$ cat src/hdl/swlc_pkg.sv
// Shared types and constants for the stop-and-wait link controller.
// Used by stop_and_wait_link_controller_top and its bench; depends on nothing else.
package swlc_pkg;

    localparam int QUEUE_DEPTH  = 16;
    localparam int SEQ_BITS     = 32;
    localparam int PAYLOAD_BITS = 32;
    localparam int TIMER_BITS   = 16;
    localparam int PTR_W        = $clog2(QUEUE_DEPTH);
    localparam int KIND_W       = 4;
    localparam int CFG_IDX_W    = 2;
    localparam int CFG_DATA_W   = TIMER_BITS;

    localparam logic [TIMER_BITS-1:0] TIMEOUT_RESET  = TIMER_BITS'(500);
    localparam logic [KIND_W-1:0]     MAX_KIND_RESET = KIND_W'(15);
    localparam logic [TIMER_BITS-1:0] TIMER_MAX      = {TIMER_BITS{1'b1}};
    localparam logic [PTR_W-1:0]      LAST_SLOT      = PTR_W'(QUEUE_DEPTH - 1);

    typedef enum logic [1:0] {
        REQ_ENQUEUE = 2'd0,
        REQ_TX_SLOT = 2'd1,
        REQ_RX      = 2'd2,
        REQ_TICK    = 2'd3
    } req_t;

    typedef enum logic [2:0] {
        EV_NONE     = 3'd0,
        EV_TRANSMIT = 3'd1,
        EV_DELIVER  = 3'd2,
        EV_DROP_FULL  = 3'd3,
        EV_DROP_STALE = 3'd4,
        EV_PEER_CLOSED = 3'd5
    } event_t;

    typedef enum logic [KIND_W-1:0] {
        KIND_ACK     = 4'd0,
        KIND_NACK    = 4'd1,
        KIND_GOODBYE = 4'd2,
        KIND_DATA    = 4'd3
    } kind_t;

    typedef enum logic [CFG_IDX_W-1:0] {
        CFG_RESEND_TIMEOUT = 2'd0,
        CFG_MAX_KNOWN_KIND = 2'd1
    } cfg_idx_t;

    localparam logic NACK_EXPECTED_ACK = 1'b0;
    localparam logic NACK_UNKNOWN_KIND = 1'b1;

    typedef struct packed {
        logic [2:0]              event_res;
        logic [KIND_W-1:0]       kind;
        logic                    wants_ack;
        logic [SEQ_BITS-1:0]     seq;
        logic [PAYLOAD_BITS-1:0] payload;
        logic                    is_resend;
        logic                    nack_reason;
    } result_t;

    function automatic logic [PTR_W-1:0] ring_next(input logic [PTR_W-1:0] idx);
        logic [PTR_W-1:0] nxt;
        if (idx == LAST_SLOT)
            nxt = '0;
        else
            nxt = idx + PTR_W'(1);
        return nxt;
    endfunction

endpackage

$ cat src/hdl/stop_and_wait_link_controller_top.sv
// Stop-and-wait link controller: transmit ring, ack/nack slot, resend timer.
// Depends on swlc_pkg.
//
// One event is accepted per clock (start high, busy low); busy is high only
// while reset is applied and for the first cycle after it. Every accepted event
// yields exactly one result, shown for one cycle with done high, after passing
// through the input register and then the decode and state update into the
// result register. The receiver cannot stall, so results must be taken as they
// come. Configuration writes are always ready and should be made only while no
// event is in flight.
module stop_and_wait_link_controller_top (
    input  logic                                clk,
    input  logic                                rst_n,
    input  logic                                start,
    output logic                                busy,
    input  logic [1:0]                          req_type,
    input  logic [swlc_pkg::KIND_W-1:0]         frame_kind,
    input  logic                                wants_ack,
    input  logic [swlc_pkg::SEQ_BITS-1:0]       frame_seq,
    input  logic [swlc_pkg::PAYLOAD_BITS-1:0]   frame_payload,
    input  logic                                cfg_valid,
    output logic                                cfg_ready,
    input  logic [swlc_pkg::CFG_IDX_W-1:0]      cfg_index,
    input  logic [swlc_pkg::CFG_DATA_W-1:0]     cfg_data,
    output logic                                done,
    output logic [2:0]                          event_res,
    output logic [swlc_pkg::KIND_W-1:0]         out_kind,
    output logic                                out_wants_ack,
    output logic [swlc_pkg::SEQ_BITS-1:0]       out_seq,
    output logic [swlc_pkg::PAYLOAD_BITS-1:0]   out_payload,
    output logic                                is_resend,
    output logic                                nack_reason
);
    import swlc_pkg::*;

    // configuration
    logic [TIMER_BITS-1:0] resend_timeout_reg;
    logic [KIND_W-1:0]     max_known_kind_reg;

    // input register
    logic                    in_valid_reg;
    logic [1:0]              in_req_reg;
    logic [KIND_W-1:0]       in_kind_reg;
    logic                    in_wa_reg;
    logic [SEQ_BITS-1:0]     in_seq_reg;
    logic [PAYLOAD_BITS-1:0] in_pay_reg;

    // ring
    logic [KIND_W:0]         q_kind_flag [QUEUE_DEPTH];
    logic [PAYLOAD_BITS-1:0] q_payload   [QUEUE_DEPTH];
    logic                    q_wr_en;

    // link state
    logic                  busy_reg;
    logic [PTR_W-1:0]      head_reg, head_next;
    logic [PTR_W-1:0]      tail_reg, tail_next;
    logic                  waiting_reg, waiting_next;
    logic [SEQ_BITS-1:0]   head_seq_reg, head_seq_next;
    logic [TIMER_BITS-1:0] elapsed_reg, elapsed_next;
    logic [SEQ_BITS-1:0]   send_cnt_reg, send_cnt_next;
    logic [SEQ_BITS-1:0]   last_rx_reg, last_rx_next;
    logic                  ctrl_pend_reg, ctrl_pend_next;
    logic                  ctrl_nack_reg, ctrl_nack_next;
    logic                  ctrl_reason_reg, ctrl_reason_next;

    // result register
    logic    done_reg;
    result_t res_reg, res_next;

    // decode helpers
    logic [KIND_W:0]         head_kf;
    logic [PAYLOAD_BITS-1:0] head_pay;
    logic [PTR_W-1:0]        tail_adv;
    logic                    rx_ctl;
    logic                    rx_stale;
    logic [SEQ_BITS-1:0]     seq_inc;

    assign cfg_ready = 1'b1;
    assign busy      = busy_reg;

    always_ff @(posedge clk or negedge rst_n)
    begin
        if (!rst_n)
        begin
            resend_timeout_reg <= TIMEOUT_RESET;
            max_known_kind_reg <= MAX_KIND_RESET;
        end
        else if (cfg_valid && cfg_ready)
        begin
            case (cfg_index)
                CFG_RESEND_TIMEOUT: resend_timeout_reg <= cfg_data[TIMER_BITS-1:0];
                CFG_MAX_KNOWN_KIND: max_known_kind_reg <= cfg_data[KIND_W-1:0];
                default: ;
            endcase
        end
    end

    always_ff @(posedge clk or negedge rst_n)
    begin
        if (!rst_n)
        begin
            busy_reg     <= 1'b1;
            in_valid_reg <= 1'b0;
        end
        else
        begin
            busy_reg     <= 1'b0;
            in_valid_reg <= start && !busy_reg;
        end
    end

    always_ff @(posedge clk)
    begin
        if (start && !busy_reg)
        begin
            in_req_reg  <= req_type;
            in_kind_reg <= frame_kind;
            in_wa_reg   <= wants_ack;
            in_seq_reg  <= frame_seq;
            in_pay_reg  <= frame_payload;
        end
    end

    // ring storage, written at the tail
    always_ff @(posedge clk)
    begin
        if (q_wr_en)
        begin
            q_kind_flag[tail_reg] <= {in_wa_reg, in_kind_reg};
            q_payload[tail_reg]   <= in_pay_reg;
        end
    end

    assign head_kf  = q_kind_flag[head_reg];
    assign head_pay = q_payload[head_reg];
    assign tail_adv = ring_next(tail_reg);
    assign seq_inc  = send_cnt_reg + SEQ_BITS'(1);
    assign rx_ctl   = (in_kind_reg == KIND_ACK) || (in_kind_reg == KIND_NACK);
    assign rx_stale = !rx_ctl && (in_seq_reg <= last_rx_reg);

    always_comb
    begin
        head_next        = head_reg;
        tail_next        = tail_reg;
        waiting_next     = waiting_reg;
        head_seq_next    = head_seq_reg;
        elapsed_next     = elapsed_reg;
        send_cnt_next    = send_cnt_reg;
        last_rx_next     = last_rx_reg;
        ctrl_pend_next   = ctrl_pend_reg;
        ctrl_nack_next   = ctrl_nack_reg;
        ctrl_reason_next = ctrl_reason_reg;
        q_wr_en          = 1'b0;
        res_next         = '0;

        if (in_valid_reg)
        begin
            case (in_req_reg)
                REQ_ENQUEUE:
                begin
                    if (tail_adv == head_reg)
                        res_next.event_res = EV_DROP_FULL;
                    else
                    begin
                        q_wr_en   = 1'b1;
                        tail_next = tail_adv;
                    end
                end
                REQ_TX_SLOT:
                begin
                    if (ctrl_pend_reg)
                    begin
                        ctrl_pend_next       = 1'b0;
                        res_next.event_res   = EV_TRANSMIT;
                        res_next.kind        = ctrl_nack_reg ? KIND_NACK : KIND_ACK;
                        res_next.nack_reason = ctrl_nack_reg && ctrl_reason_reg;
                    end
                    else if (waiting_reg)
                    begin
                        if (elapsed_reg > resend_timeout_reg)
                        begin
                            elapsed_next       = '0;
                            res_next.event_res = EV_TRANSMIT;
                            res_next.kind      = head_kf[KIND_W-1:0];
                            res_next.wants_ack = head_kf[KIND_W];
                            res_next.seq       = head_seq_reg;
                            res_next.payload   = head_pay;
                            res_next.is_resend = 1'b1;
                        end
                    end
                    else if (head_reg != tail_reg)
                    begin
                        send_cnt_next      = seq_inc;
                        res_next.event_res = EV_TRANSMIT;
                        res_next.kind      = head_kf[KIND_W-1:0];
                        res_next.wants_ack = head_kf[KIND_W];
                        res_next.seq       = seq_inc;
                        res_next.payload   = head_pay;
                        // hold the head until its ack arrives
                        if (head_kf[KIND_W])
                        begin
                            waiting_next  = 1'b1;
                            head_seq_next = seq_inc;
                            elapsed_next  = '0;
                        end
                        else
                            head_next = ring_next(head_reg);
                    end
                end
                REQ_RX:
                begin
                    if (waiting_reg && (in_kind_reg != KIND_ACK))
                    begin
                        // reject everything but an ack while a frame is outstanding
                        if (in_wa_reg)
                        begin
                            ctrl_pend_next   = 1'b1;
                            ctrl_reason_next = NACK_EXPECTED_ACK;
                            if (rx_stale)
                            begin
                                ctrl_nack_next     = 1'b0;
                                res_next.event_res = EV_DROP_STALE;
                            end
                            else
                                ctrl_nack_next = 1'b1;
                        end
                    end
                    else
                    begin
                        if (in_wa_reg)
                        begin
                            ctrl_pend_next   = 1'b1;
                            ctrl_nack_next   = 1'b0;
                            ctrl_reason_next = NACK_EXPECTED_ACK;
                        end
                        if (rx_stale)
                            res_next.event_res = EV_DROP_STALE;
                        else
                        begin
                            if (!rx_ctl)
                                last_rx_next = in_seq_reg;
                            if (in_kind_reg == KIND_ACK)
                            begin
                                if (waiting_reg)
                                begin
                                    waiting_next = 1'b0;
                                    head_next    = ring_next(head_reg);
                                end
                            end
                            else if (in_kind_reg == KIND_GOODBYE)
                                res_next.event_res = EV_PEER_CLOSED;
                            else if (in_kind_reg >= KIND_DATA)
                            begin
                                if (in_kind_reg <= max_known_kind_reg)
                                begin
                                    res_next.event_res = EV_DELIVER;
                                    res_next.kind      = in_kind_reg;
                                    res_next.seq       = in_seq_reg;
                                    res_next.payload   = in_pay_reg;
                                end
                                else if (in_wa_reg)
                                begin
                                    ctrl_nack_next   = 1'b1;
                                    ctrl_reason_next = NACK_UNKNOWN_KIND;
                                end
                            end
                        end
                    end
                end
                REQ_TICK:
                begin
                    if (elapsed_reg != TIMER_MAX)
                        elapsed_next = elapsed_reg + TIMER_BITS'(1);
                end
                default: ;
            endcase
        end
    end

    always_ff @(posedge clk or negedge rst_n)
    begin
        if (!rst_n)
        begin
            head_reg        <= '0;
            tail_reg        <= '0;
            waiting_reg     <= 1'b0;
            head_seq_reg    <= '0;
            elapsed_reg     <= '0;
            send_cnt_reg    <= '0;
            last_rx_reg     <= '0;
            ctrl_pend_reg   <= 1'b0;
            ctrl_nack_reg   <= 1'b0;
            ctrl_reason_reg <= 1'b0;
            done_reg        <= 1'b0;
        end
        else
        begin
            head_reg        <= head_next;
            tail_reg        <= tail_next;
            waiting_reg     <= waiting_next;
            head_seq_reg    <= head_seq_next;
            elapsed_reg     <= elapsed_next;
            send_cnt_reg    <= send_cnt_next;
            last_rx_reg     <= last_rx_next;
            ctrl_pend_reg   <= ctrl_pend_next;
            ctrl_nack_reg   <= ctrl_nack_next;
            ctrl_reason_reg <= ctrl_reason_next;
            done_reg        <= in_valid_reg;
        end
    end

    always_ff @(posedge clk)
    begin
        res_reg <= res_next;
    end

    assign done          = done_reg;
    assign event_res     = res_reg.event_res;
    assign out_kind      = res_reg.kind;
    assign out_wants_ack = res_reg.wants_ack;
    assign out_seq       = res_reg.seq;
    assign out_payload   = res_reg.payload;
    assign is_resend     = res_reg.is_resend;
    assign nack_reason   = res_reg.nack_reason;

`ifndef SYNTHESIS
    a_one_result: assert property (@(posedge clk) disable iff (!rst_n)
        (start && !busy) |-> ##2 done)
        else $error("accepted event produced no result");

    a_resend_is_tx: assert property (@(posedge clk) disable iff (!rst_n)
        (done && is_resend) |-> (event_res == EV_TRANSMIT) && out_wants_ack)
        else $error("resend flagged on a non-transmit result");

    a_deliver_data: assert property (@(posedge clk) disable iff (!rst_n)
        (done && (event_res == EV_DELIVER)) |-> (out_kind >= KIND_DATA))
        else $error("delivered a control frame");

    a_wait_needs_head: assert property (@(posedge clk) disable iff (!rst_n)
        waiting_reg |-> (head_reg != tail_reg))
        else $error("waiting for ack with an empty ring");
`endif

endmodule

$ cat config.mk
export PLATFORM = sky130hd
export DESIGN_NAME = stop_and_wait_link_controller_top
export DESIGN_NICKNAME = d
export VERILOG_FILES = /design/src/hdl/swlc_pkg.sv /design/src/hdl/stop_and_wait_link_controller_top.sv
export SDC_FILE = /design/constraint.sdc
export NUM_CORES = 1
export LEC_CHECK = 0
export BUFFER_PORTS_ARGS = -buffer_cell sky130_fd_sc_hd__buf_2
export CORE_ASPECT_RATIO = 0.8
export CORE_UTILIZATION = 60
export DETAILED_ROUTE_END_ITERATION = 7
export HOLD_SLACK_MARGIN = 0.08
export PLACE_DENSITY = 0.82
export SKIP_LAST_GASP = 1
export SLEW_MARGIN = 20
export SYNTH_ARGS = -nofsm -noshare
export SYNTH_HDL_FRONTEND = slang
export SYNTH_SLANG_ARGS = --single-unit
$ cat constraint.sdc
create_clock -name clk -period 9.6 [get_ports clk]
set_clock_uncertainty 0.05 [all_clocks]
set_input_delay 1.44 -clock clk [delete_from_list [all_inputs] [get_ports clk]]
set_output_delay 1.44 -clock clk [all_outputs]
set_load 0.05 [all_outputs]
-- After elaboration in Yosys (flattened, before gate mapping)
Memories as Yosys holds them, arrays and structs flattened.
Index checks and enable logic that the tools add are counted.
- add/subtract/negate cells: 4
- $lt $le $gt $ge: 4
- eq/ne operators: 25
- mux-type cells: 79
- bitwise logic cells: 8
- reductions and logical operators: 28
- operators with widths (operator ; count):
    64-bit 2-to-1 mux ; 6
    70-bit 2-to-1 mux ; 2
    64-bit one-hot mux with 2 select lines ; 1
    16-bit 2-to-1 mux ; 6
    71-bit 2-to-1 mux ; 1
    65-bit 2-to-1 mux ; 1
    4-bit 2-to-1 mux ; 13
    1-bit 2-to-1 mux ; 33
    32-bit by 1-bit adder with 32-bit output, second input constant ; 1
    32-bit less-or-equal comparator ; 1
    16-bit one-hot mux with 2 select lines ; 1
    2-bit inequality test, second input constant ; 11
    16-bit by 1-bit adder with 16-bit output, second input constant ; 1
    16-bit > comparator ; 1
    16-bit inequality test, second input constant ; 1
    4-bit one-hot mux with 2 select lines ; 2
    3-bit 2-to-1 mux ; 5
    7-bit 2-to-1 mux ; 2
    6-bit 2-to-1 mux ; 2
    3-bit AND reduction ; 4
    6-bit AND reduction ; 2
    10-bit AND reduction ; 1
    5-bit AND reduction ; 2
    3-bit inequality test, second input constant ; 3
    other kinds (25) ; 45
- bits in registers: 292
- memory bits (writable): 592
- bits of input ports: 93
- output and inout port bits: 77
- word-level logic and storage cells: 177
- memories: 2
- memory list (name ; words ; width ; rd ports ; clocked after memory_dff ; wr ports ; RTL line ; text):
    q_payload ; 16 ; 32 ; 1 ; 0 ; 1 ; stop_and_wait_link_controller_top.sv:50 ; logic [PAYLOAD_BITS-1:0] q_payload [QUEUE_DEPTH];
    q_kind_flag ; 16 ; 5 ; 1 ; 0 ; 1 ; stop_and_wait_link_controller_top.sv:49 ; logic [KIND_W:0] q_kind_flag [QUEUE_DEPTH];

-- Depth between registers and ports, before layout
- depth after elaboration: 8
- mapped depth: 11
- mapped depth without buffers: 9

-- Worst setup path after synthesis
No wires, ideal clock.
- path kind: input port to flip-flop
- start: input port start
- end: register in_kind_reg[0], enable pin
- library setup time: 0.509 ns
- arrival: 4.579 ns
- required time: 9.041 ns
- path slack: 4.463 ns
- stages: 1
- buffers on the path: 0
- cell sequence: nor2b_1
- word-level cells in the longest chain between the ends: 1
- RTL lines (what ; RTL line ; text):
    start: declaration ; stop_and_wait_link_controller_top.sv:14 ; input logic start,
    1-bit logical AND ; stop_and_wait_link_controller_top.sv:114 ; if (start && !busy_reg)
    end signal: assignment ; stop_and_wait_link_controller_top.sv:117 ; in_kind_reg <= frame_kind;
    end: declaration ; stop_and_wait_link_controller_top.sv:43 ; logic [KIND_W-1:0] in_kind_reg;
No other way between the ends.
A chain may end at the register's enable or synchronous reset.

-- Worst setup path in the final report
- start: register tail_reg[2]
- end: memory q_payload[5][19], enable pin
- word-level cells in the longest chain between the ends: 8
- elaborated cells on any way between the ends: 9
- those cells by class: 1 x add/sub; 2 x eq/ne; 6 x mux
- RTL lines (what ; RTL line ; text):
    start: declaration ; stop_and_wait_link_controller_top.sv:56 ; logic [PTR_W-1:0] tail_reg, tail_next;
    start signal: assignment ; stop_and_wait_link_controller_top.sv:299 ; tail_reg <= tail_next;
    4-bit by 1-bit adder with 4-bit output or 4-bit == test (tied branches) ; swlc_pkg.sv:65, swlc_pkg.sv:62 ;
    4-bit 2-to-1 mux ; swlc_pkg.sv:62 ; if (idx == LAST_SLOT)
    4-bit == test ; stop_and_wait_link_controller_top.sv:161 ; if (tail_adv == head_reg)
    1-bit 2-to-1 mux ; stop_and_wait_link_controller_top.sv:161 ;
    1-bit 2-to-1 mux ; stop_and_wait_link_controller_top.sv:158 ; case (in_req_reg)
    1-bit 2-to-1 mux ; stop_and_wait_link_controller_top.sv:156 ; if (in_valid_reg)
    1-bit 2-to-1 mux ; stop_and_wait_link_controller_top.sv:127 ; if (q_wr_en)
    1-bit 2-to-1 mux (implied by the code) ; stop_and_wait_link_controller_top.sv:130 ; q_payload[tail_reg] <= in_pay_reg;
    end: declaration ; stop_and_wait_link_controller_top.sv:50 ;
Several ways; a longest one is shown, not always the timed one.

==> impl_metrics.tcl <==
set metrics [dict create \
    outcome "complete, no violations" \
    worstSetupEndpoint "q_payload[5][19]$_DFFE_PP_" \
    cp-end-kind "register" \
    post_synth.cell_area_avg_sq_um 17.4 \
    firstDrtPassIters 6 \
    top_regs "q_payload x512, q_kind_flag x80" \
    core_sq_um 58100 \
    root_buffer "clkbuf_16" \
    dieArea_sq_um 59800 \
    grt_use_total 0.278 \
    via_count 19700 \
    startpoint "tail_reg[2]$_DFFE_PN0P_" \
    ys_ff_latch 884 \
    p_comb_frac 0.198 \
    syn_area_sq_um 35300 \
    holdWs_ns 0.445 \
    grt_pass1_vias 20200 \
    gp_congestion 0.851 \
    p_clk_frac 0.334 \
    max_cap_violations 0 \
    htree_levels 3 \
    swShare 0.267 \
    fin_crit_ns 4.30 \
    r2r_slack_ns 5.30 \
    synth.most_common_cell "edfxtp_1" \
    dpl.hpwl_mm 44.8 \
    area_growth_pct 12.8 \
    synth_edf_count 663 \
    top_register "q_payload" \
    cts_sinks 884 \
    cts_resized 0 \
    initialDrtViolationCount 2395 \
    syn-num-nets 2187 \
    worst_hold_path_type "register to register" \
    syn-instance-count 2030 \
    synth_seq_area_share 0.711 \
    synth_flop_cell "edfxtp_1" \
    drive_gt1_frac 0.255 \
    irDropWorstVdd_mv 0.138 \
    reg2regPathDepth 8 \
    p_switching_uw 2590 \
    powerDensity_nw_per_um2 244 \
    antenna_found_initial 0 \
    yosysWarnings 0 \
    p_leak_uw 0.0141 \
    die_h_microns 219 \
    cts_buffer_depth 3 \
    synth_area_leaders "edfxtp_1, mux4_2, dfrtp_1" \
    fp-row-count 79 \
    power_uw 9710 \
    seqCellArea_sq_um 25100 \
    sequentialPowerShare 0.469 \
    ys_top_cells_by_count "edfxtp_1, mux4_2, dfrtp_1, inv_1, nor2_1" \
    worstReg2RegEnd "q_payload[5][19]$_DFFE_PP_" \
    setup_ws_ns 5.30 \
    drt-wirelength-per-cell_microns 26.5 \
    reg2reg_from "tail_reg[2]$_DFFE_PN0P_" \
    grt_pass1_wl_mm 122 \
    final-setup-viol-count 0 \
    post_cts_buffers 0 \
    clk_latency_ns 0.65 \
    largest_reg_flops 512 \
    synth.distinct_cells 68 \
    antenna_left 0 \
    start_util 0.607 \
    clk_pin_slew_ns 0.06 \
    synth_top_area_cell "edfxtp_1" \
    place_ws_ns 5.56 \
    grt-ovfl-total 0 \
    port_buffers 168 \
    multi_input_area_sq_um 9550 \
    worstSetupPathType "register to register" \
    hold_buffers 0 \
    drc 0 \
    hold_violations 0 \
    max_slew_margin 0.331 \
    rsz0062_at_grt "no" \
    grt_max_degree 80 \
    final_util 0.685 \
    critPathRequiredTime_ns 9.82 \
    nNetsFinal 2380 \
    arrival_ns 4.52 \
    finalSetupTns_ns 0 \
    worst_setup_path_start_kind "register" \
    internal_power_uw 7120 \
    ys_async_sr_fraction 0.166 \
    drt-total-wl_mm 81.1 \
    vias_per_cell 6.44 \
    critPathMaxFanout 21 \
    io_pins 170 \
    numCtsBuffers 82 \
    drv_slew 0 \
    antenna_cells 0 \
    cts_tree "yes" \
    max_freq_mhz 233 \
    synthDominantCellAreaShare 0.564 \
    worst_pin_slew_ns 1.00 \
    fillers 3563 \
    die_w_microns 273 \
    fin_crit_sh 0.448 \
]
-- power by group through the flow --
stage / Combinational, uW / Clock, uW / Sequential, uW
2_1_floorplan: 1530 / 0 / 4520
3_3_place_gp: 1820 / 0 / 4610
3_5_place_dp: 1900 / 0 / 4630
4_1_cts: 1940 / 3280 / 4550
5_1_grt: 2080 / 3430 / 4580
6_report: 1920 / 3240 / 4550
-- critical path: stages (launching register included) --
cell and delay [ns]:
dfrtp_1 0.65, nand2b_1 0.51, o311ai_0 0.30, xor2_1 0.22, nor4_1 0.11, nor2_1 0.47, nand2_1 0.37, nor2_4 0.67
buf_4 0.55
-- cell type report --
type                            count  share of cell area
Clock buffer                      118              0.0568
Sequential cell                   884               0.631
Timing Repair Buffer              204              0.0282
Tap cell                          769              0.0242
Multi-Input combinational cell    949               0.240
Inverter                          102             0.00962
Clock inverter                     35              0.0107
-- worst min path at each step --
stage                           startpoint                          end  slack (ns)  cells past startpoint
6_report        last_rx_reg[5]$_DFFE_PN0P_   last_rx_reg[5]$_DFFE_PN0P_        0.44                      1
5_1_grt        last_rx_reg[15]$_DFFE_PN0P_  last_rx_reg[15]$_DFFE_PN0P_        0.46                      1
4_1_cts         last_rx_reg[5]$_DFFE_PN0P_   last_rx_reg[5]$_DFFE_PN0P_        0.45                      1
3_5_place_dp    last_rx_reg[3]$_DFFE_PN0P_   last_rx_reg[3]$_DFFE_PN0P_        0.43                      1
3_3_place_gp    last_rx_reg[7]$_DFFE_PN0P_   last_rx_reg[7]$_DFFE_PN0P_        0.42                      1
2_1_floorplan       in_valid_reg$_DFF_PN0_               done$_DFF_PN0_        0.30                      0
-- cells in the final DEF, fill, tap and decap left out, drive strengths merged, types with 9 or more instances in the layout --
| cell | netlist | routed |
|---|---|---|
| and3 | 15 | 15 |
| a21oi | 77 | 77 |
| nor4 | 9 | 9 |
| xnor2 | 38 | 38 |
| clkinv | 0 | 23 |
| o21ai | 41 | 41 |
| nand2 | 88 | 88 |
| edfxtp | 663 | 663 |
| nand4 | 17 | 17 |
| o2bb2ai | 65 | 65 |
| xor2 | 28 | 28 |
| dfstp | 11 | 11 |
| nor2b | 9 | 9 |
| mux4 | 185 | 185 |
| and2 | 9 | 9 |
| buf | 41 | 204 |
| dfrtp | 136 | 136 |
| nand3 | 30 | 30 |
| mux2 | 40 | 40 |
| o31ai | 14 | 14 |
| clkbuf | 54 | 118 |
| or4 | 10 | 10 |
| nor2 | 97 | 97 |
| nor3 | 24 | 24 |
| dfxtp | 74 | 74 |
| inv | 102 | 105 |
| ha | 64 | 64 |
-- stage by stage --
| step | std cells | area, sq um |
|---|---|---|
| 2_1_floorplan | 2030 | 35300 |
| 3_3_place_gp | 2908 | 37100 |
| 3_5_place_dp | 2908 | 37100 |
| 4_1_cts | 3061 | 39800 |
| 5_1_grt | 3061 | 39800 |
| 6_report | 3061 | 39800 |
-- layer usage --
metal / track usage / up-vias / routed length (microns)
li1: - / 8306 / -
met1: 0.377 / 10100 / 31200
met2: 0.449 / 1077 / 40300
met3: 0.0567 / 195 / 6910
met4: 0.102 / 0 / 2820
met5: 0 / - / 0
-- cells by family (layout without fill, tap and decap cells) --
family | after synthesis | in the layout | share of synthesized area
flops | 884 | 884 | 0.711
simple gates | 333 | 333 | 0.0454
compound gates | 258 | 258 | 0.0503
mux | 226 | 226 | 0.131
buf+inv | 197 | 459 | 0.0230
xor+xnor | 66 | 66 | 0.0164
fa+ha+maj | 64 | 64 | 0.0227
other cells | 2 | 2 | 0.000213
(Power assumes the default switching activity.)
